### src/rtl/core/ppb_pkg.sv
package ppb_pkg;

    // Frame dimensions after reset
    localparam int MAX_WIDTH_DEFAULT  = 256;
    localparam int MAX_HEIGHT_DEFAULT = 256;
    localparam logic [8:0] FRAME_DIM_RESET = 9'd256;

    // Config port shape
    localparam int CFG_IDX_W  = 1;
    localparam int CFG_DATA_W = 9;

    // Address field wide enough for the largest supported frame (4096 x 4096)
    localparam int ADDR_MAX_W = 24;

    // Front-to-back command queue
    localparam int QUEUE_DEPTH = 4;

    typedef enum logic [CFG_IDX_W-1:0] {
        CFG_FRAME_WIDTH  = 1'b0,
        CFG_FRAME_HEIGHT = 1'b1
    } t_cfg_idx;

    typedef enum logic [1:0] {
        MODE_OPAQUE = 2'd0,
        MODE_ADD    = 2'd1,
        MODE_OVER   = 2'd2
    } t_mode;

    typedef enum logic [2:0] {
        BK_CLEAR,
        BK_IDLE,
        BK_CALC,
        BK_WRITE
    } t_back_state;

    typedef struct packed {
        logic signed [15:0] pixel_x;
        logic signed [15:0] pixel_y;
        logic [7:0]         src_red;
        logic [7:0]         src_green;
        logic [7:0]         src_blue;
        logic [7:0]         src_alpha;
        logic               straight_alpha;
        logic [1:0]         mode;
    } t_in_item;

    typedef struct packed {
        logic       written;
        logic [7:0] out_blue;
        logic [7:0] out_green;
        logic [7:0] out_red;
        logic [7:0] out_alpha;
    } t_out_item;

    // Stored pixel word: blue in the low byte, alpha in the high byte
    typedef struct packed {
        logic [7:0] alpha;
        logic [7:0] red;
        logic [7:0] green;
        logic [7:0] blue;
    } t_pixel;

    // Classified item handed from front to back; colour already premultiplied
    typedef struct packed {
        logic                  in_frame;
        logic [ADDR_MAX_W-1:0] addr;
        logic [7:0]            red;
        logic [7:0]            green;
        logic [7:0]            blue;
        logic [7:0]            alpha;
        logic [1:0]            mode;
    } t_cmd;

    typedef struct packed {
        logic clearing;
    } t_back_stat;

    // floor(v / 255) for v below 65280
    function automatic logic [7:0] div255(input logic [15:0] v);
        logic [16:0] t;
        t = 17'(v) + 17'd1 + 17'(v[15:8]);
        return t[15:8];
    endfunction

    // round(a * b / 255), ties cannot occur
    function automatic logic [7:0] mul_div255(input logic [7:0] a, input logic [7:0] b);
        logic [15:0] p;
        p = 16'(16'(a) * 16'(b)) + 16'd127;
        return div255(p);
    endfunction

endpackage

### src/rtl/core/ppb_queue.sv
module ppb_queue (
    input  logic          i_clk,
    input  logic          i_rst_n,
    input  logic          i_push,
    input  ppb_pkg::t_cmd i_data,
    output logic          o_full,
    input  logic          i_pop,
    output ppb_pkg::t_cmd o_data,
    output logic          o_empty
);

    localparam int DEPTH = ppb_pkg::QUEUE_DEPTH;
    localparam int PTR_W = (DEPTH > 1) ? $clog2(DEPTH) : 1;
    localparam int CNT_W = $clog2(DEPTH + 1);

    ppb_pkg::t_cmd    r_slots [DEPTH];
    logic [PTR_W-1:0] r_wr_ptr, r_rd_ptr;
    logic [CNT_W-1:0] r_count;
    logic             do_push, do_pop;

    assign o_full  = (r_count == CNT_W'(DEPTH));
    assign o_empty = (r_count == '0);
    assign do_push = i_push && !o_full;
    assign do_pop  = i_pop && !o_empty;
    assign o_data  = r_slots[r_rd_ptr];

    always_ff @(posedge i_clk) begin
        if (!i_rst_n) begin
            r_wr_ptr <= '0;
            r_rd_ptr <= '0;
            r_count  <= '0;
        end else begin
            if (do_push) begin
                r_wr_ptr <= (r_wr_ptr == PTR_W'(DEPTH - 1)) ? '0 : r_wr_ptr + 1'b1;
            end
            if (do_pop) begin
                r_rd_ptr <= (r_rd_ptr == PTR_W'(DEPTH - 1)) ? '0 : r_rd_ptr + 1'b1;
            end
            if (do_push && !do_pop) begin
                r_count <= r_count + 1'b1;
            end else if (do_pop && !do_push) begin
                r_count <= r_count - 1'b1;
            end
        end
    end

    always_ff @(posedge i_clk) begin
        if (do_push) begin
            r_slots[r_wr_ptr] <= i_data;
        end
    end

endmodule

### config.mk
export PLATFORM = sky130hd
export DESIGN_NAME = ppb_queue
export DESIGN_NICKNAME = d
export VERILOG_FILES = /design/src/rtl/core/ppb_pkg.sv /design/src/rtl/core/ppb_queue.sv
export SDC_FILE = /design/constraint.sdc
export NUM_CORES = 1
export LEC_CHECK = 0
export ABC_AREA = 0
export BUFFER_PORTS_ARGS = -buffer_cell sky130_fd_sc_hd__buf_2
export CAP_MARGIN = 20
export CELL_PAD_IN_SITES_DETAIL_PLACEMENT = 2
export CELL_PAD_IN_SITES_GLOBAL_PLACEMENT = 2
export CORE_ASPECT_RATIO = 1.4
export CORE_MARGIN = 10
export CORE_UTILIZATION = 48
export DETAILED_ROUTE_END_ITERATION = 7
export MAX_ROUTING_LAYER = met4
export PLACE_DENSITY = 0.85
export SYNTH_ARGS = -nofsm -noshare
export SYNTH_HDL_FRONTEND = slang
export SYNTH_SLANG_ARGS = --single-unit
export TNS_END_PERCENT = 5
### constraint.sdc
create_clock -name i_clk -period 5.6 [get_ports i_clk]
set_input_delay 0.28 -clock i_clk [delete_from_list [all_inputs] [get_ports i_clk]]
set_output_delay 0.28 -clock i_clk [all_outputs]
set_load 0.005 [all_outputs]
# After elaboration in Yosys (flattened, before gate mapping)
# Memory sizes are Yosys's and may differ from the RTL's. A register that Yosys moved wholly into a read port is not among the register bits.
# Index checks and enable logic that the tools add are counted.
# Widths: inputs -> output; s select.
# totals
ff_bits	7
ram_bits	236
in_bits	63
output_inout_bits	61
wordCells	29
memories	1
# mem_list
name	words	width	read_ports	rd_ports_with_merged_regs	wr	line	source
r_slots	4	59	1	1	1	ppb_queue.sv:16	ppb_pkg::t_cmd r_slots [DEPTH];
# classes
add_sub_neg	4
eq_ne	3
n_mux	8
n_reduce_logical	10
# op_table
cell	n
$mux 2	4
$mux 3	2
$add 2x1->2 const B	2
$eq 2x2->1 const B	2
$logic_and 1x1->1	4
$logic_not 1->1	4
$add 3x1->3 const B	1
$eq 3x3->1 const B	1
$logic_not 3->1	1
$sub 3x1->3 const B	1
$mux 1	2
$reduce_bool 2->1	1

# Logic depth before layout (Yosys ltp)
# logic_depth
depth_word	7
depth_mapped	9
ltp_nobuf	8

# Least setup slack after synthesis
# OpenSTA, ideal clock, no wires.
# synth_path
path_type	register -> register
from	register r_count[0]
to	memory r_slots[0][0] (netlist name), enable pin
setup_ns	0.423
t_arrival_ns	2.278
t_required_ns	5.177
path_slack_ns	2.899
path_stages_with_launch	5
path_buffers	1
period_less_slack_ns	2.701
cell_sequence	dfxtp_1 > nor3b_1 > nor2b_1 > clkbuf_1 > and2_1
# synth_between
elab_chain_cells	5
# synth_lines
element	line	source
start, declared	ppb_queue.sv:18	logic [CNT_W-1:0] r_count;
start signal, assigned	ppb_queue.sv:40	r_count <= r_count + 1'b1;
start signal, assigned	ppb_queue.sv:42	r_count <= r_count - 1'b1;
$eq 3x3->1	ppb_queue.sv:21	assign o_full = (r_count == CNT_W'(DEPTH));
via o_full	ppb_queue.sv:6	output logic o_full,
$logic_not 1->1	ppb_queue.sv:23	assign do_push = i_push && !o_full;
$logic_and 1x1->1	ppb_queue.sv:23	
via do_push	ppb_queue.sv:19	logic do_push, do_pop;
$mux 1	ppb_queue.sv:48	if (do_push) begin
$mux 1 (not written as such)	ppb_queue.sv:49	r_slots[r_wr_ptr] <= i_data;
end, declared	ppb_queue.sv:16	
# The timed path passes the listed nets, and every way through them passes these cells.

==> impl_metrics.toml <==
[global_routing]
grt.overflow.total = 0
grt_use_total_pct = 18.76
grt_pass1_vias = 4950
grt_max_degree = 60
antenna_found_initial = 2
grt_pass1_wl_um = 33560

[worst_setup_path]
worstSetupStartpointType = "register"
worstSetupPathType = "reg -> out"
crit_arrival_ps = 2680
endpoint_kind = "output pin"
required_ps = 5320
path_max_fanout = 36

[placement]
globalplace.congestion = 0.6910
place_ws_ps = 3064
dp.cells = 712
place_hpwl_um = 13820
portBuffers = 123

[logic_synthesis]
synth-seq-area-share_pct = 80.73
synth_seq_cells = 245
yosys-top-cells-area = "edfxtp_1 79%, mux4_2 15%, dfxtp_1 2.0%, ha_1 0.83%, buf_12 0.44%"
yosysUniqueCellTypes = 25
avgSynthCellArea_um2 = 25.00
synth_top_area_share_pct = 78.73
synthArstFlopShare_pct = 0
yosys.cell_count.top_type = "edfxtp_1"
synth_top_area_cell = "edfxtp_1"
synth_fp_nets = 430
yosysWarnings = 0
synth-edff-count = 236
synth_cells = 360
synth.top_cells.by_count = "236 x edfxtp_1, 59 x mux4_2, 9 x dfxtp_1"
synth-main-ff-cell = "edfxtp_1"
synthesis.area_um2 = 9001

[cts]
clkSinkCount = 245
clkLatencyLatePin_ps = 510
cts_buffers = 23
cts-htree-levels = 1
cts_resized = 0
cts.clk_slew.worst_paths_ps = 60
cts-root-buf = "clkbuf_16"
cts_buffer_depth = 3
cts_tree = "yes"

[finish]
regArea_um2 = 7274
nets = 587
multi_input_area_um2 = 1614
final_layout_size_suffix_gt1_share_pct = 41.09
fillCellCount = 1487
area_growth_pct = 20.00
layoutNonFillerInstCount = 779

[power]
comb_power_share_pct = 19.5
clkPwrFrac_pct = 31.5
internal-power_mw = 3.620
p_leak_nw = 3.636
ir_drop_mv = 0.3065
power.share.switching_pct = 25.58
power_density_nw_per_um2 = 450.3
p_seq_share_pct = 49.0
total_power_mw = 4.864
net-switching-power_mw = 1.244

[floorplanning]
die_x_um = 135.7
core_area_um2 = 18530
start_util_pct = 48.58
die_y_um = 182.0
rows = 59
die_area_um2 = 24710
ios = 124

[drt]
drc = 0
first_pass_iters = 6
ant_nets = 0
drtIter0Drc = 258
avgRoutedWirePerCell_um = 28.74
wirelength_um = 22390
vias = 4258
via_per_inst = 5.466

[sta]
min_period_ps = 2963
finalSetupViolations = 0
rsz0062_at_grt = "no"
clock.fmax_mhz = 337.5
fin_skew_ps = 13.91
setup-tns-final_ps = 0
period_share_pct = 52.91
drv_slew = 0
whs_ps = 11.22
setup_slack_ps = 2637
max_slew.worst_pin.slew_ps = 945.0
maxSlewHeadroom_pct = 37.00
report.final.hold_viol_count = 0

[hold_path]
hold_class = "in -> reg"

[job]
drv_cap = 0

[run_status]
status = "complete, no violations"
[kinds of logic after synthesis]
group	share of synthesized area [%]
DFF	80.73
muxes	15.10
and+or+nand+nor	1.140
buffers and inverters	1.446
adders and majority gates	1.056
AOI/OAI and AO/OA	0.3336
xor gates and xnor gates	0.1946
[layer usage]
| layer | wire length (um) | part of all wire [%] | GRT usage, % | vias to the layer above |
|---|---|---|---|---|
| met5 | 0 | 0 | - | - |
| met3 | 796 | 3.6 | 3.122 | 23 |
| met1 | 8677 | 39 | 21.57 | 2292 |
| met2 | 12630 | 56 | 33.48 | 111 |
| met4 | 289 | 1.3 | 3.972 | 0 |
| li1 | - | - | - | 1832 |
[cell type report]
cell class              count  area share [%]
repair buffers            148           7.993
well taps                 244           2.826
clock inverters             9          0.8224
inverters                   3          0.1043
flip-flops and latches    245           67.35
clock buffers              32           5.919
multi-input cells          96           14.94
diodes                      2         0.04633
[power groups by stage]
stage	clock network (mW)	logic, mW	registers (mW)
finish	1.53	0.950	2.38
global placement	0	0.915	2.39
floorplan	0	0.648	2.32
global route	1.63	1.04	2.41
CTS	1.57	0.991	2.39
detailed placement	0	0.965	2.42
[critical path, cell delays in order (launching register included)]
cell,delay (ps)
dfxtp_4,660
buf_4,680
mux4_2,630
buf_2,150
[registers in the layout, indices dropped and copies added, names as in the netlist, named ones only]
register,cells
r_wr_ptr,2
r_slots,236
r_count,3
r_rd_ptr,2
[placed cells by master (no fill, tap or decap), drive strengths merged, types with 2 or more instances in the layout]
| master | count |
|---|---|
| mux2i | 3 |
| inv | 3 |
| ha | 6 |
| nor2 | 2 |
| and2 | 5 |
| mux4 | 59 |
| nand2 | 6 |
| diode | 2 |
| clkbuf | 32 |
| nand3 | 2 |
| clkinv | 7 |
| bufinv | 2 |
| buf | 124 |
| dlygate4sd3 | 24 |
| edfxtp | 236 |
| nor2b | 2 |
| dfxtp | 9 |
| o21ai | 3 |
[worst paths after layout]
check	depth (start not counted)	slack (ps)	from	to
max reg2reg	8	3080	r_count[0]	r_count[2]
max	3	2640	register	o_data[31]
min	1	10	i_data[2]	r_slots[1][2]
min reg2reg	2	530	r_wr_ptr[1]	r_wr_ptr[1]
[repair_timing]
item / 4_1_cts / 5_1_grt
endpoints found under the setup margin: 0 / 0
hold buffers: 24 / 0
endpoints found under the hold margin: 82 / 0
setup buffers: 0 / 0
[stage by stage]
step / area [um2] / utilization, %
final: 10800 / 58.30
after global routing: 10800 / 58.30
after CTS: 10800 / 58.27
after detailed placement: 9828 / 53.04
after global placement: 9828 / 53.04
after floorplan: 9001 / -
No activity file was read; power rests on OpenSTA's default activity.
