`src/rtl/core/ppb_pkg.sv`:
```
package ppb_pkg;

    // Frame dimensions after reset
    localparam int MAX_WIDTH_DEFAULT  = 256;
    localparam int MAX_HEIGHT_DEFAULT = 256;
    localparam logic [8:0] FRAME_DIM_RESET = 9'd256;

    // Config port shape
    localparam int CFG_IDX_W  = 1;
    localparam int CFG_DATA_W = 9;

    // Address field wide enough for the largest supported frame (4096 x 4096)
    localparam int ADDR_MAX_W = 24;

    // Front-to-back command queue
    localparam int QUEUE_DEPTH = 4;

    typedef enum logic [CFG_IDX_W-1:0] {
        CFG_FRAME_WIDTH  = 1'b0,
        CFG_FRAME_HEIGHT = 1'b1
    } t_cfg_idx;

    typedef enum logic [1:0] {
        MODE_OPAQUE = 2'd0,
        MODE_ADD    = 2'd1,
        MODE_OVER   = 2'd2
    } t_mode;

    typedef enum logic [2:0] {
        BK_CLEAR,
        BK_IDLE,
        BK_CALC,
        BK_WRITE
    } t_back_state;

    typedef struct packed {
        logic signed [15:0] pixel_x;
        logic signed [15:0] pixel_y;
        logic [7:0]         src_red;
        logic [7:0]         src_green;
        logic [7:0]         src_blue;
        logic [7:0]         src_alpha;
        logic               straight_alpha;
        logic [1:0]         mode;
    } t_in_item;

    typedef struct packed {
        logic       written;
        logic [7:0] out_blue;
        logic [7:0] out_green;
        logic [7:0] out_red;
        logic [7:0] out_alpha;
    } t_out_item;

    // Stored pixel word: blue in the low byte, alpha in the high byte
    typedef struct packed {
        logic [7:0] alpha;
        logic [7:0] red;
        logic [7:0] green;
        logic [7:0] blue;
    } t_pixel;

    // Classified item handed from front to back; colour already premultiplied
    typedef struct packed {
        logic                  in_frame;
        logic [ADDR_MAX_W-1:0] addr;
        logic [7:0]            red;
        logic [7:0]            green;
        logic [7:0]            blue;
        logic [7:0]            alpha;
        logic [1:0]            mode;
    } t_cmd;

    typedef struct packed {
        logic clearing;
    } t_back_stat;

    // floor(v / 255) for v below 65280
    function automatic logic [7:0] div255(input logic [15:0] v);
        logic [16:0] t;
        t = 17'(v) + 17'd1 + 17'(v[15:8]);
        return t[15:8];
    endfunction

    // round(a * b / 255), ties cannot occur
    function automatic logic [7:0] mul_div255(input logic [7:0] a, input logic [7:0] b);
        logic [15:0] p;
        p = 16'(16'(a) * 16'(b)) + 16'd127;
        return div255(p);
    endfunction

endpackage

```
`src/rtl/core/ppb_front.sv`:
```
module ppb_front #(
    parameter int MAX_WIDTH  = ppb_pkg::MAX_WIDTH_DEFAULT,
    parameter int MAX_HEIGHT = ppb_pkg::MAX_HEIGHT_DEFAULT
) (
    input  logic                           i_clk,
    input  logic                           i_rst_n,
    input  logic                           i_cfg_we,
    input  logic [ppb_pkg::CFG_IDX_W-1:0]  i_cfg_idx,
    input  logic [ppb_pkg::CFG_DATA_W-1:0] i_cfg_wdata,
    input  logic                           i_push,
    input  ppb_pkg::t_in_item              i_in_item,
    output logic                           o_full,
    output logic                           o_q_push,
    output ppb_pkg::t_cmd                  o_q_data,
    input  logic                           i_q_full,
    input  ppb_pkg::t_back_stat            i_back_stat
);

    localparam int XW = (MAX_WIDTH > 1) ? $clog2(MAX_WIDTH) : 1;
    localparam int YW = (MAX_HEIGHT > 1) ? $clog2(MAX_HEIGHT) : 1;

    logic [ppb_pkg::CFG_DATA_W-1:0] r_frame_width, r_frame_height;
    logic [16:0] w_lim, h_lim;
    logic        x_ok, y_ok;
    logic [XW-1:0] x_part;
    logic [YW-1:0] y_part;
    logic [31:0]   addr_full;

    always_ff @(posedge i_clk) begin
        if (!i_rst_n) begin
            r_frame_width  <= ppb_pkg::FRAME_DIM_RESET;
            r_frame_height <= ppb_pkg::FRAME_DIM_RESET;
        end else if (i_cfg_we) begin
            case (ppb_pkg::t_cfg_idx'(i_cfg_idx))
                ppb_pkg::CFG_FRAME_WIDTH:  r_frame_width  <= i_cfg_wdata;
                ppb_pkg::CFG_FRAME_HEIGHT: r_frame_height <= i_cfg_wdata;
                default: ;
            endcase
        end
    end

    // zero reads as 1, oversize saturates to the store's limit
    always_comb begin
        w_lim = 17'(r_frame_width);
        if (w_lim == '0) begin
            w_lim = 17'd1;
        end else if (w_lim > 17'(MAX_WIDTH)) begin
            w_lim = 17'(MAX_WIDTH);
        end
        h_lim = 17'(r_frame_height);
        if (h_lim == '0) begin
            h_lim = 17'd1;
        end else if (h_lim > 17'(MAX_HEIGHT)) begin
            h_lim = 17'(MAX_HEIGHT);
        end
    end

    assign x_ok = !i_in_item.pixel_x[15] && ({1'b0, i_in_item.pixel_x} < w_lim);
    assign y_ok = !i_in_item.pixel_y[15] && ({1'b0, i_in_item.pixel_y} < h_lim);

    assign x_part    = i_in_item.pixel_x[XW-1:0];
    assign y_part    = i_in_item.pixel_y[YW-1:0];
    assign addr_full = 32'(y_part) * 32'(MAX_WIDTH) + 32'(x_part);

    always_comb begin
        o_q_data.in_frame = x_ok && y_ok;
        o_q_data.addr     = addr_full[ppb_pkg::ADDR_MAX_W-1:0];
        o_q_data.alpha    = i_in_item.src_alpha;
        o_q_data.mode     = i_in_item.mode;
        if (i_in_item.straight_alpha) begin
            o_q_data.red   = ppb_pkg::mul_div255(i_in_item.src_red,   i_in_item.src_alpha);
            o_q_data.green = ppb_pkg::mul_div255(i_in_item.src_green, i_in_item.src_alpha);
            o_q_data.blue  = ppb_pkg::mul_div255(i_in_item.src_blue,  i_in_item.src_alpha);
        end else begin
            o_q_data.red   = i_in_item.src_red;
            o_q_data.green = i_in_item.src_green;
            o_q_data.blue  = i_in_item.src_blue;
        end
    end

    // no items while the frame store is being cleared
    assign o_full   = i_q_full || i_back_stat.clearing;
    assign o_q_push = i_push && !o_full;

endmodule

```
`config.mk`:
```
export PLATFORM = sky130hd
export DESIGN_NAME = ppb_front
export DESIGN_NICKNAME = d
export VERILOG_FILES = /design/src/rtl/core/ppb_pkg.sv /design/src/rtl/core/ppb_front.sv
export SDC_FILE = /design/constraint.sdc
export NUM_CORES = 1
export LEC_CHECK = 0
export ABC_CLOCK_PERIOD_IN_PS = 15500
export BUFFER_PORTS_ARGS = -buffer_cell sky130_fd_sc_hd__clkbuf_2
export CELL_PAD_IN_SITES_DETAIL_PLACEMENT = 1
export CELL_PAD_IN_SITES_GLOBAL_PLACEMENT = 1
export CORE_MARGIN = 2
export CORE_UTILIZATION = 49
export DETAILED_ROUTE_END_ITERATION = 10
export HOLD_SLACK_MARGIN = 0.1
export PLACE_DENSITY_LB_ADDON = 0.25
export SLEW_MARGIN = 10
export SYNTH_ARGS = -nofsm -noshare
export SYNTH_HDL_FRONTEND = slang
export SYNTH_SLANG_ARGS = --single-unit
```
`constraint.sdc`:
```
create_clock -name i_clk -period 15.5 [get_ports i_clk]
set_input_delay 3.1 -clock i_clk [delete_from_list [all_inputs] [get_ports i_clk]]
set_output_delay 3.1 -clock i_clk [all_outputs]
set_load 0.05 [all_outputs]
```
; Word level (Yosys, flattened, before mapping)
; Cells that the tools add are included.
[word_totals]
regBits = 18
input_bits = 83
word_cells = 37
[classes]
add_sub_neg = 10
multipliers = 3
n_lt_le_gt_ge = 4
n_mux = 5
bitwise = 1
reduce_logical = 12
[op_table]
columns = op, count
row1 = $add A16 B1 Y16 const B, 3
row2 = $add A16 B7 Y16 const B, 3
row3 = $add A16 B8 Y16, 3
row4 = $mul A8 B8 Y16, 3
row5 = $mux W9, 4
row6 = $lt A16 B17 Y1, 2
row7 = $mux W24, 1
row8 = $gt A9 B9 Y1 const B, 2
row9 = $logic_not A9 Y1, 2
row10 = $add A16 B8 Y17, 1
row11 = $logic_and A1 B1 Y1, 4
row12 = $reduce_and A2 Y1, 2
row13 = $logic_not A1 Y1, 3
row14 = $logic_or A1 B1 Y1, 1
row15 = $not A1 Y1, 1

; Longest topological paths before layout
; Gate-level depths: netlist of the first run.
[depth]
word_depth = 6
mapped_depth = 27

; Least setup slack after synthesis of the first run
; No wires, ideal clock.
[synth_timing]
path_type = input port to output port
from = input port i_in_item[3] (netlist bit)
to = output port o_q_data[25] (netlist bit)
arrival_ns = 9.786
required_time_ns = 12.400
slack_ns = 2.614
cell_stages = 26
n_path_buf = 2
path_cell_list = clkbuf_1 > clkbuf_1 > nand2_1 > fa_1 > inv_1 > fa_1 > fa_1 > inv_1 > fa_1 > inv_1 > ha_1 > a21oi_1 > o22ai_1 > o31a_1 > nor2_1 > xor2_1 > inv_1 > ha_1 > a21o_1 > a21o_1 > a21oi_1 > nor2b_1 > o211a_1 > o31ai_2 > nor4_1 > o31ai_1
[synth_lines]
columns = item, line_no
row1 = "start, declared", ppb_front.sv:11  ; input ppb_pkg::t_in_item i_in_item,
row2 = "end, declared", ppb_front.sv:14  ; output ppb_pkg::t_cmd o_q_data,

==> results of run 1 <==
## Yosys cell counts (all sizes together) (3+ instances only)
master and n:
buf 41, o31a 5, nand3 18, dfxtp 18, o2111ai 6, a21oi 54, nand2b 3, xor2 14
a211o 4, fa 126, o21ai 16, and3 7, or3 3, a21o 16, nor2 48, a2111oi 3
nor2b 12, xnor2 35, ha 137, inv 188, or2 4, o21bai 3, nor4 9, and2 130
a31oi 7, nand4 10, mux2 6, o311ai 4, clkbuf 28, o211ai 4, a211oi 9, nor3 11
o21a 14, nand2 148, a21boi 18, nor3b 6, o31ai 9
## cell families (layout without fill, tap and decap cells)
| logic type | Yosys count | after routing | share of synthesized area |
|---|---|---|---|
| simple gates | 415 | 415 | 0.2151 |
| fa+ha+maj | 263 | 263 | 0.4335 |
| buf+inv | 259 | 326 | 0.1127 |
| compound gates | 195 | 195 | 0.1457 |
| xor+xnor | 51 | 51 | 0.04852 |
| flops | 18 | 18 | 0.03687 |
| mux | 6 | 6 | 0.007297 |
| other cells | 1 | 8 | 0.0003837 |
## worst paths after layout
| path | start | endpoint | depth (start not counted) |
|---|---|---|---|
| setup / recovery | i_in_item[5] | o_q_data[22] | 26 |
| hold / removal | r_frame_width[5]$_SDFFE_PN0P_ | r_frame_width[5]$_SDFFE_PN0P_ | 2 |
| setup reg to reg | r_frame_width[8]$_SDFFE_PN1P_ | r_frame_width[8]$_SDFFE_PN1P_ | 2 |
| hold reg to reg | r_frame_width[5]$_SDFFE_PN0P_ | r_frame_width[5]$_SDFFE_PN0P_ | 2 |
## cell usage in the layout, fill, tap and decap left out, drive strengths merged, types with 8 or more instances in the layout
master,count
inv,188
nand2,148
ha,137
clkbuf,135
and2,130
fa,126
a21oi,54
nor2,48
xnor2,35
a21boi,18
nand3,18
dfxtp,18
a21o,16
o21ai,16
o21a,14
xor2,14
nor2b,12
nor3,11
nand4,10
a211oi,9
nor4,9
o31ai,9
conb,8
## metrics by stage
| stage | instance area [um^2] | setup WS, ns | utilization | std cells |
|---|---|---|---|---|
| 2_1_floorplan | 9799 | 2.614 | - | 1215 |
| 3_3_place_gp | 10410 | 2.661 | 0.5329 | 1543 |
| 3_5_place_dp | 10410 | 2.544 | 0.5329 | 1543 |
| 4_1_cts | 10500 | 2.528 | 0.5375 | 1547 |
| 5_1_grt | 10500 | 2.062 | 0.5375 | 1547 |
| 6_report | 10500 | 2.472 | 0.5375 | 1547 |
## state kept, by name, indices dropped and copies added (netlist names)
signal / flops
r_frame_height: 9
r_frame_width: 9
## worst max-delay path: stages
cell and delay (ns):
clkbuf_2 0.46, nand2_1 0.17, fa_1 0.54, fa_1 0.55, inv_1 0.05, fa_1 0.52, inv_1 0.05, fa_1 0.53
inv_1 0.05, ha_1 0.42, nand2_1 0.15, a2111oi_4 0.28, nor2_2 0.12, o31ai_2 0.59, nor2_1 0.08, o21bai_1 0.17
xnor2_1 0.22, inv_1 0.12, ha_1 0.38, and2_1 0.19, o21a_1 0.17, a41oi_2 0.26, nor4_2 0.08, xnor2_1 0.17
mux2_4 0.26, clkbuf_2 0.23
## layout make-up
type	count	area (um^2)	area share
timing repair buffer	132	663.1	0.06319
multi-input combinational	938	8338	0.7945
tap	265	331.6	0.03159
inverter	190	713.2	0.06795
sequential	18	360.3	0.03433
clock buffer	4	88.84	0.008464
## layer usage
layer	GRT usage	up-vias	part of all wire	routed length [um]
met1	0.3060	4325	0.43	11190
met4	0.04706	0	0.017	442
met5	0	-	0	0
met2	0.4704	131	0.53	13600
li1	-	4077	-	-
met3	0.01384	28	0.021	553
==> impl_metrics.tcl, run 1 <==
set metrics [dict create \
    drtIter0Drc 253 \
    setup_viol 0 \
    setup.worst_path.class "input pin to primary output" \
    hp-class "register to register" \
    first_pass_iters 4 \
    hold_viol 0 \
    async_flop_share 0 \
    slew_headroom 0.4043 \
    hold_buffers 0 \
    rrSetupSlack_ns 14.57 \
    synth_cells 1208 \
    synth_edf_count 0 \
    clkLatencyLatePin_ns 0.25 \
    rows 51 \
    rsz0062_at_grt "false" \
    core_area_um2 19530 \
    cts_root_buffer "clkbuf_16" \
    io-pin-count 144 \
    antenna_cells 0 \
    chipHeight_um 145.2 \
    synth.avg_cell_area_um2 8.090 \
    cts-resized-gates 0 \
    grt_max_degree 40 \
    yosysTopAreaCell "fa_1" \
    synth.distinct_cells 75 \
    synth.area.top_cells "fa_1, ha_1, and2_1, inv_1, nand2_1" \
    startpoint_type "input pin" \
    tritoncts "built" \
    cp_max_fo 25 \
    final.min_clock_period_ns 13.03 \
    grt_pass1_vias 9328 \
    synth_seq_cells 18 \
    wl_per_cell_um 16.67 \
    chipWidth_um 145.2 \
    antenna_found_initial 0 \
    grt_overflow 0 \
    drive_gt1_frac 0.1271 \
    clk_pin_slew_worst_paths_ns 0.05 \
    worst_clock_skew_ns 0 \
    antenna_left 0 \
    cts.sinks 18 \
    outcome "complete, no violations" \
    initial_core_util 0.5005 \
    dpl.hpwl_um 21610 \
    grt_pass1_wl_um 43720 \
    routed_wirelength_um 25780 \
    holdWs_ns 0.4809 \
    fin_nets 1629 \
    crit_required_ns 12.40 \
    port_buffers 131 \
    cts_buffers 3 \
    die-area_um2 21090 \
    max_freq_mhz 76.76 \
    slew_violations 0 \
    htree_levels 1 \
    gp_congestion 0.9011 \
    max_cap_viol_count 0 \
    syn_to_final_growth_pct 7.387 \
    grt.total_usage 0.2461 \
    ys.flop_type "dfxtp_1" \
    via_count 8561 \
    period_share 0.8405 \
    synth_area_um2 9773 \
    drc 0 \
    viasPerCell 5.534 \
    synth_warnings 0 \
    yosysSeqAreaShare 0.03687 \
    fillers 2502 \
    netlist.area_leader.share 0.2581 \
    cts_max_path_buffers 2 \
    tns_ns 0 \
    postCtsSetupBuffers 0 \
    tightest_slew_ns 0.8797 \
    arrival_ns 9.93 \
    end_kind "primary output" \
]
Power of run 1 is left out: the tool's default activity adds up to more than one toggle a clock period on the data nets, which glitch-free logic cannot reach.
==> run 2, diff against run 1 <==
--- a/config.mk
+++ b/config.mk
@@ -5,12 +5,12 @@
 export SDC_FILE = /design/constraint.sdc
 export NUM_CORES = 1
 export LEC_CHECK = 0
-export ABC_CLOCK_PERIOD_IN_PS = 15500
+export ABC_CLOCK_PERIOD_IN_PS = 11650
 export BUFFER_PORTS_ARGS = -buffer_cell sky130_fd_sc_hd__clkbuf_2
 export CELL_PAD_IN_SITES_DETAIL_PLACEMENT = 1
 export CELL_PAD_IN_SITES_GLOBAL_PLACEMENT = 1
 export CORE_MARGIN = 2
-export CORE_UTILIZATION = 49
+export CORE_UTILIZATION = 41
 export DETAILED_ROUTE_END_ITERATION = 10
 export HOLD_SLACK_MARGIN = 0.1
 export PLACE_DENSITY_LB_ADDON = 0.25
==> constraint.sdc (replaced) <==
create_clock -name i_clk -period 11.65 [get_ports i_clk]
set_input_delay 2.33 -clock i_clk [delete_from_list [all_inputs] [get_ports i_clk]]
set_output_delay 2.33 -clock i_clk [all_outputs]
set_load 0.05 [all_outputs]
==> impl_metrics.tcl, run 2 (same netlist as run 1, synthesis figures left out) <==
set metrics [dict create \
    antenna_found_initial 0 \
    htree_levels 1 \
    cts_root_buffer "clkbuf_16" \
    clk_pin_slew_worst_paths_ns 0.05 \
    cp_max_fo 25 \
    end_kind "primary output" \
    grt.total_usage 0.2083 \
    port_buffers 131 \
    cts_buffers 3 \
    setup.worst_path.class "input pin to primary output" \
    grt_pass1_wl_um 43090 \
    slew_violations 0 \
    holdWs_ns 0.4713 \
    slowest_delay_ns 0.52 \
    wl_per_cell_um 15.64 \
    crit_slowest_cell "fa_1" \
    final.min_clock_period_ns 11.14 \
    most-common-layout-cells "inv_1, nand2_1, ha_1" \
    drive_gt1_frac 0.1306 \
    cts.sinks 18 \
    chipHeight_um 158.4 \
    postCtsSetupBuffers 0 \
    hold_viol 0 \
    crit_path_frequent_cell "fa_1" \
    reg_top3 "r_frame_height x9, r_frame_width x9" \
    clkLatencyLatePin_ns 0.25 \
    outcome "complete, no violations" \
    gp_congestion 0.8410 \
    grt_overflow 0 \
    rsz0062_at_grt "false" \
    crit_required_ns 9.32 \
    startpoint_type "input pin" \
    syn_to_final_growth_pct 8.744 \
    grt_max_degree 40 \
    max_cap_viol_count 0 \
    dp_slack_ns 0.2090 \
    slew_headroom 0.3694 \
    fin_nets 1633 \
    viasPerCell 5.249 \
    grt_pass1_vias 8875 \
    cp_num_buf_inv 5 \
    antenna_cells 0 \
    via_count 8425 \
    worst_clock_skew_ns 0 \
    critical_path.top_delay_family "adder cells" \
    io-pin-count 144 \
    drtIter0Drc 261 \
    cts_max_path_buffers 2 \
    hold_buffers 0 \
    fin_ws_ns 0.5147 \
    dpl.hpwl_um 21240 \
    die-area_um2 25090 \
    max_freq_mhz 89.80 \
    tns_ns 0 \
    chipWidth_um 158.4 \
    rows 56 \
    layout_commonest_cell "inv_1" \
    first_pass_iters 4 \
    setup_viol 0 \
    drc 0 \
    tightest_slew_ns 0.9459 \
    tritoncts "built" \
    period_share 0.9558 \
    initial_core_util 0.4176 \
    hp-class "register to register" \
    routed_wirelength_um 25100 \
    arrival_ns 8.81 \
    antenna_left 0 \
    core_area_um2 23400 \
]
## run 2: cell count changes in the layout (fill, tap and decap cells not counted), sizes merged
cell    previous run  this run
buf                1         7
clkbuf           135       133
## run 2: what timing repair did
item	4_1_cts	5_1_grt
endpoints found under the hold margin	0	0
resized for setup	0	18
endpoints found under the setup margin	0	13
## run 2: path summary, 6_finish.rpt
path	start	end	slack, ns	cells past startpoint
worst min register to register	r_frame_width[0]$_SDFFE_PN0P_	r_frame_width[0]$_SDFFE_PN0P_	0.47	2
worst min-delay path	r_frame_width[0]$_SDFFE_PN0P_	r_frame_width[0]$_SDFFE_PN0P_	0.47	2
worst max-delay path	i_in_item[5]	o_q_data[25]	0.51	25
worst max register to register	r_frame_height[8]$_SDFFE_PN1P_	r_frame_height[8]$_SDFFE_PN1P_	10.75	2
## run 2: through the flow
step / std cells / utilization / cell area (um^2)
floorplan: 1215 / - / 9799
global placement: 1601 / 0.4488 / 10500
detailed placement: 1601 / 0.4488 / 10500
CTS: 1605 / 0.4526 / 10590
global route: 1605 / 0.4541 / 10630
finish: 1605 / 0.4541 / 10630
## run 2: per-layer routing
layer / GRT usage / vias up / wire length (um)
li1: - / 4075 / -
met1: 0.2731 / 4227 / 11370
met2: 0.3952 / 112 / 12970
met3: 0.006805 / 11 / 621
met4: 0.01759 / 0 / 144
met5: 0 / - / 0
## run 2: layout make-up
| cell class | count | area, um^2 |
|---|---|---|
| Fill cell | 2969 | 12770 |
| Inverter | 190 | 713.2 |
| Timing Repair Buffer | 136 | 708.2 |
| Clock buffer | 4 | 88.84 |
| Sequential cell | 18 | 360.3 |
| Tap cell | 319 | 399.1 |
| Multi-Input combinational cell | 938 | 8358 |
## run 2: tightest hold or removal path, stage by stage, from the launching register on
cell and delay (ns):
dfxtp_1 0.31, nand2_1 0.05, a21boi_0 0.07
Power of run 2 is left out for the same reason.
==> run 3, diff against run 2 <==
==> constraint.sdc (replaced) <==
create_clock -name i_clk -period 11.65 [get_ports i_clk]
set_input_delay 2.33 -clock i_clk [delete_from_list [all_inputs] [get_ports i_clk]]
set_output_delay 2.33 -clock i_clk [all_outputs]
set_load 0.005 [all_outputs]
==> impl_metrics.tcl, run 3 (same netlist as run 1, synthesis figures left out) <==
set metrics [dict create \
    grt_overflow 0 \
    crit_slowest_cell "fa_1" \
    rsz0062_at_grt "false" \
    outcome "complete, no violations" \
    routed_wirelength_um 26570 \
    dp_slack_ns 0.4442 \
    first_pass_iters 6 \
    seq_area_um2 360.3 \
    fin_nets 1633 \
    chipWidth_um 158.4 \
    most-common-layout-cells "inv_1, nand2_1, ha_1" \
    cts_buffers 3 \
    max_freq_mhz 89.88 \
    clkLatencyLatePin_ns 0.24 \
    route.met2.wl_um 13900 \
    fin_ws_ns 0.5243 \
    antenna_cells 0 \
    finalInstanceArea_um2 10580 \
    post-route-util 0.4521 \
    initial_core_util 0.4176 \
    tightest_slew_ns 0.9623 \
    slew_violations 0 \
    htree_levels 1 \
    hold_viol 0 \
    worst_clock_skew_ns 0 \
    pwr_density_cell_nw_per_um2 278.9 \
    top_layer "met4" \
    setup_viol 0 \
    tns_ns 0 \
    arrival_ns 8.80 \
    antenna_found_initial 0 \
    p_leak_uw 0.005479 \
    reg_top3 "r_frame_height x9, r_frame_width x9" \
    rows 56 \
    syn_to_final_growth_pct 8.270 \
    viasPerCell 5.231 \
    met3WireLength_um 650 \
    io-pin-count 144 \
    grt_pass1_wl_um 44700 \
    end_kind "primary output" \
    slew_headroom 0.3584 \
    hp-class "register to register" \
    fin_cells 1604 \
    via_count 8390 \
    drc 0 \
    place_area_um2 10500 \
    die-area_um2 25090 \
    startpoint_type "input pin" \
    ir_drop_v 0.0002926 \
    wl_per_cell_um 16.56 \
    port_buffers 131 \
    postCtsSetupBuffers 0 \
    grt_pass1_vias 9300 \
    drtIter0Drc 232 \
    grt.total_usage 0.2189 \
    grt_max_degree 40 \
    max_cap_viol_count 0 \
    cp_max_fo 25 \
    rrSetupSlack_ns 10.74 \
    gp_congestion 0.8613 \
    cts_max_path_buffers 2 \
    fillers 2989 \
    chipHeight_um 158.4 \
    dpl.hpwl_um 22320 \
    tritoncts "built" \
    multiInputGateArea_um2 8338 \
    final.min_clock_period_ns 11.13 \
    drive_gt1_frac 0.1292 \
    cts_root_buffer "clkbuf_16" \
    antenna_left 0 \
    setup.worst_path.class "input pin to primary output" \
    crit_required_ns 9.32 \
    period_share 0.9550 \
    dp_cells 1601 \
    core_area_um2 23400 \
    clk_pin_slew_worst_paths_ns 0.05 \
    cts.sinks 18 \
    wl_met1_um 11760 \
    slowest_delay_ns 0.53 \
    layout_commonest_cell "inv_1" \
]
-- run 3: cell types whose count changed in the layout (fill, tap and decap cells not counted) --
cell,delta
o311ai_1,-1
a21oi_1,+1
a21oi_4,-1
clkbuf_2,+6
clkbuf_4,-5
o311ai_0,+1
o31ai_2,+1
o31ai_4,-1
buf_2,-1
clkbuf_8,-1
-- run 3: cell type report --
cell class / count / share of cell area
clock buffer: 3 / 0.007095
inverter: 190 / 0.06740
multi-input combinational: 938 / 0.7880
sequential: 18 / 0.03405
tap: 319 / 0.03772
timing repair buffer: 136 / 0.06574
-- run 3: where the power goes --
part | internal, uW | switching, uW | leakage (uW)
combinational | 1190 | 1630 | 0.00529
clock | 45.0 | 20.1 | 0.0000370
sequential | 64.7 | 2.18 | 0.000147
-- run 3: per-layer routing --
layer / vias up / track usage
li1: 4073 / -
met1: 4172 / 0.2804
met2: 125 / 0.4201
met3: 20 / 0.006805
met4: 0 / 0.02617
met5: - / 0
-- run 3: repair_timing --
action | in CTS | in global routing
hold buffers | 0 | 0
setup endpoints to repair | 0 | 2
resized for setup | 0 | 3
-- run 3: path summary, 6_finish.rpt --
| kind | start | end | cells after the start |
|---|---|---|---|
| max | i_in_item[4] | o_q_data[25] | 26 |
| min | r_frame_width[6]$_SDFFE_PN0P_ | r_frame_width[6]$_SDFFE_PN0P_ | 2 |
| max reg2reg | r_frame_height[8]$_SDFFE_PN1P_ | r_frame_height[8]$_SDFFE_PN1P_ | 2 |
| min reg2reg | r_frame_width[6]$_SDFFE_PN0P_ | r_frame_width[6]$_SDFFE_PN0P_ | 2 |
-- run 3: stage by stage --
stage | hold slack [ns] | power (uW)
6_report | 0.4810 | 2951
4_1_cts | 0.4770 | 2964
3_5_place_dp | 0.4703 | 2876
2_1_floorplan | 0.4432 | 2193
3_3_place_gp | 0.4585 | 2802
5_1_grt | 0.5017 | 3329
-- run 3: critical path: cells and delay by family --
family,cells,cell delay (ns)
AND/OR/NAND/NOR,4,0.44
buffers and inverters,6,0.87
AO/OA/AOI/OAI,9,2.10
adder cells (fa/ha/maj),6,2.68
XOR/XNOR,1,0.35
Power figures use the tool's default switching activity.
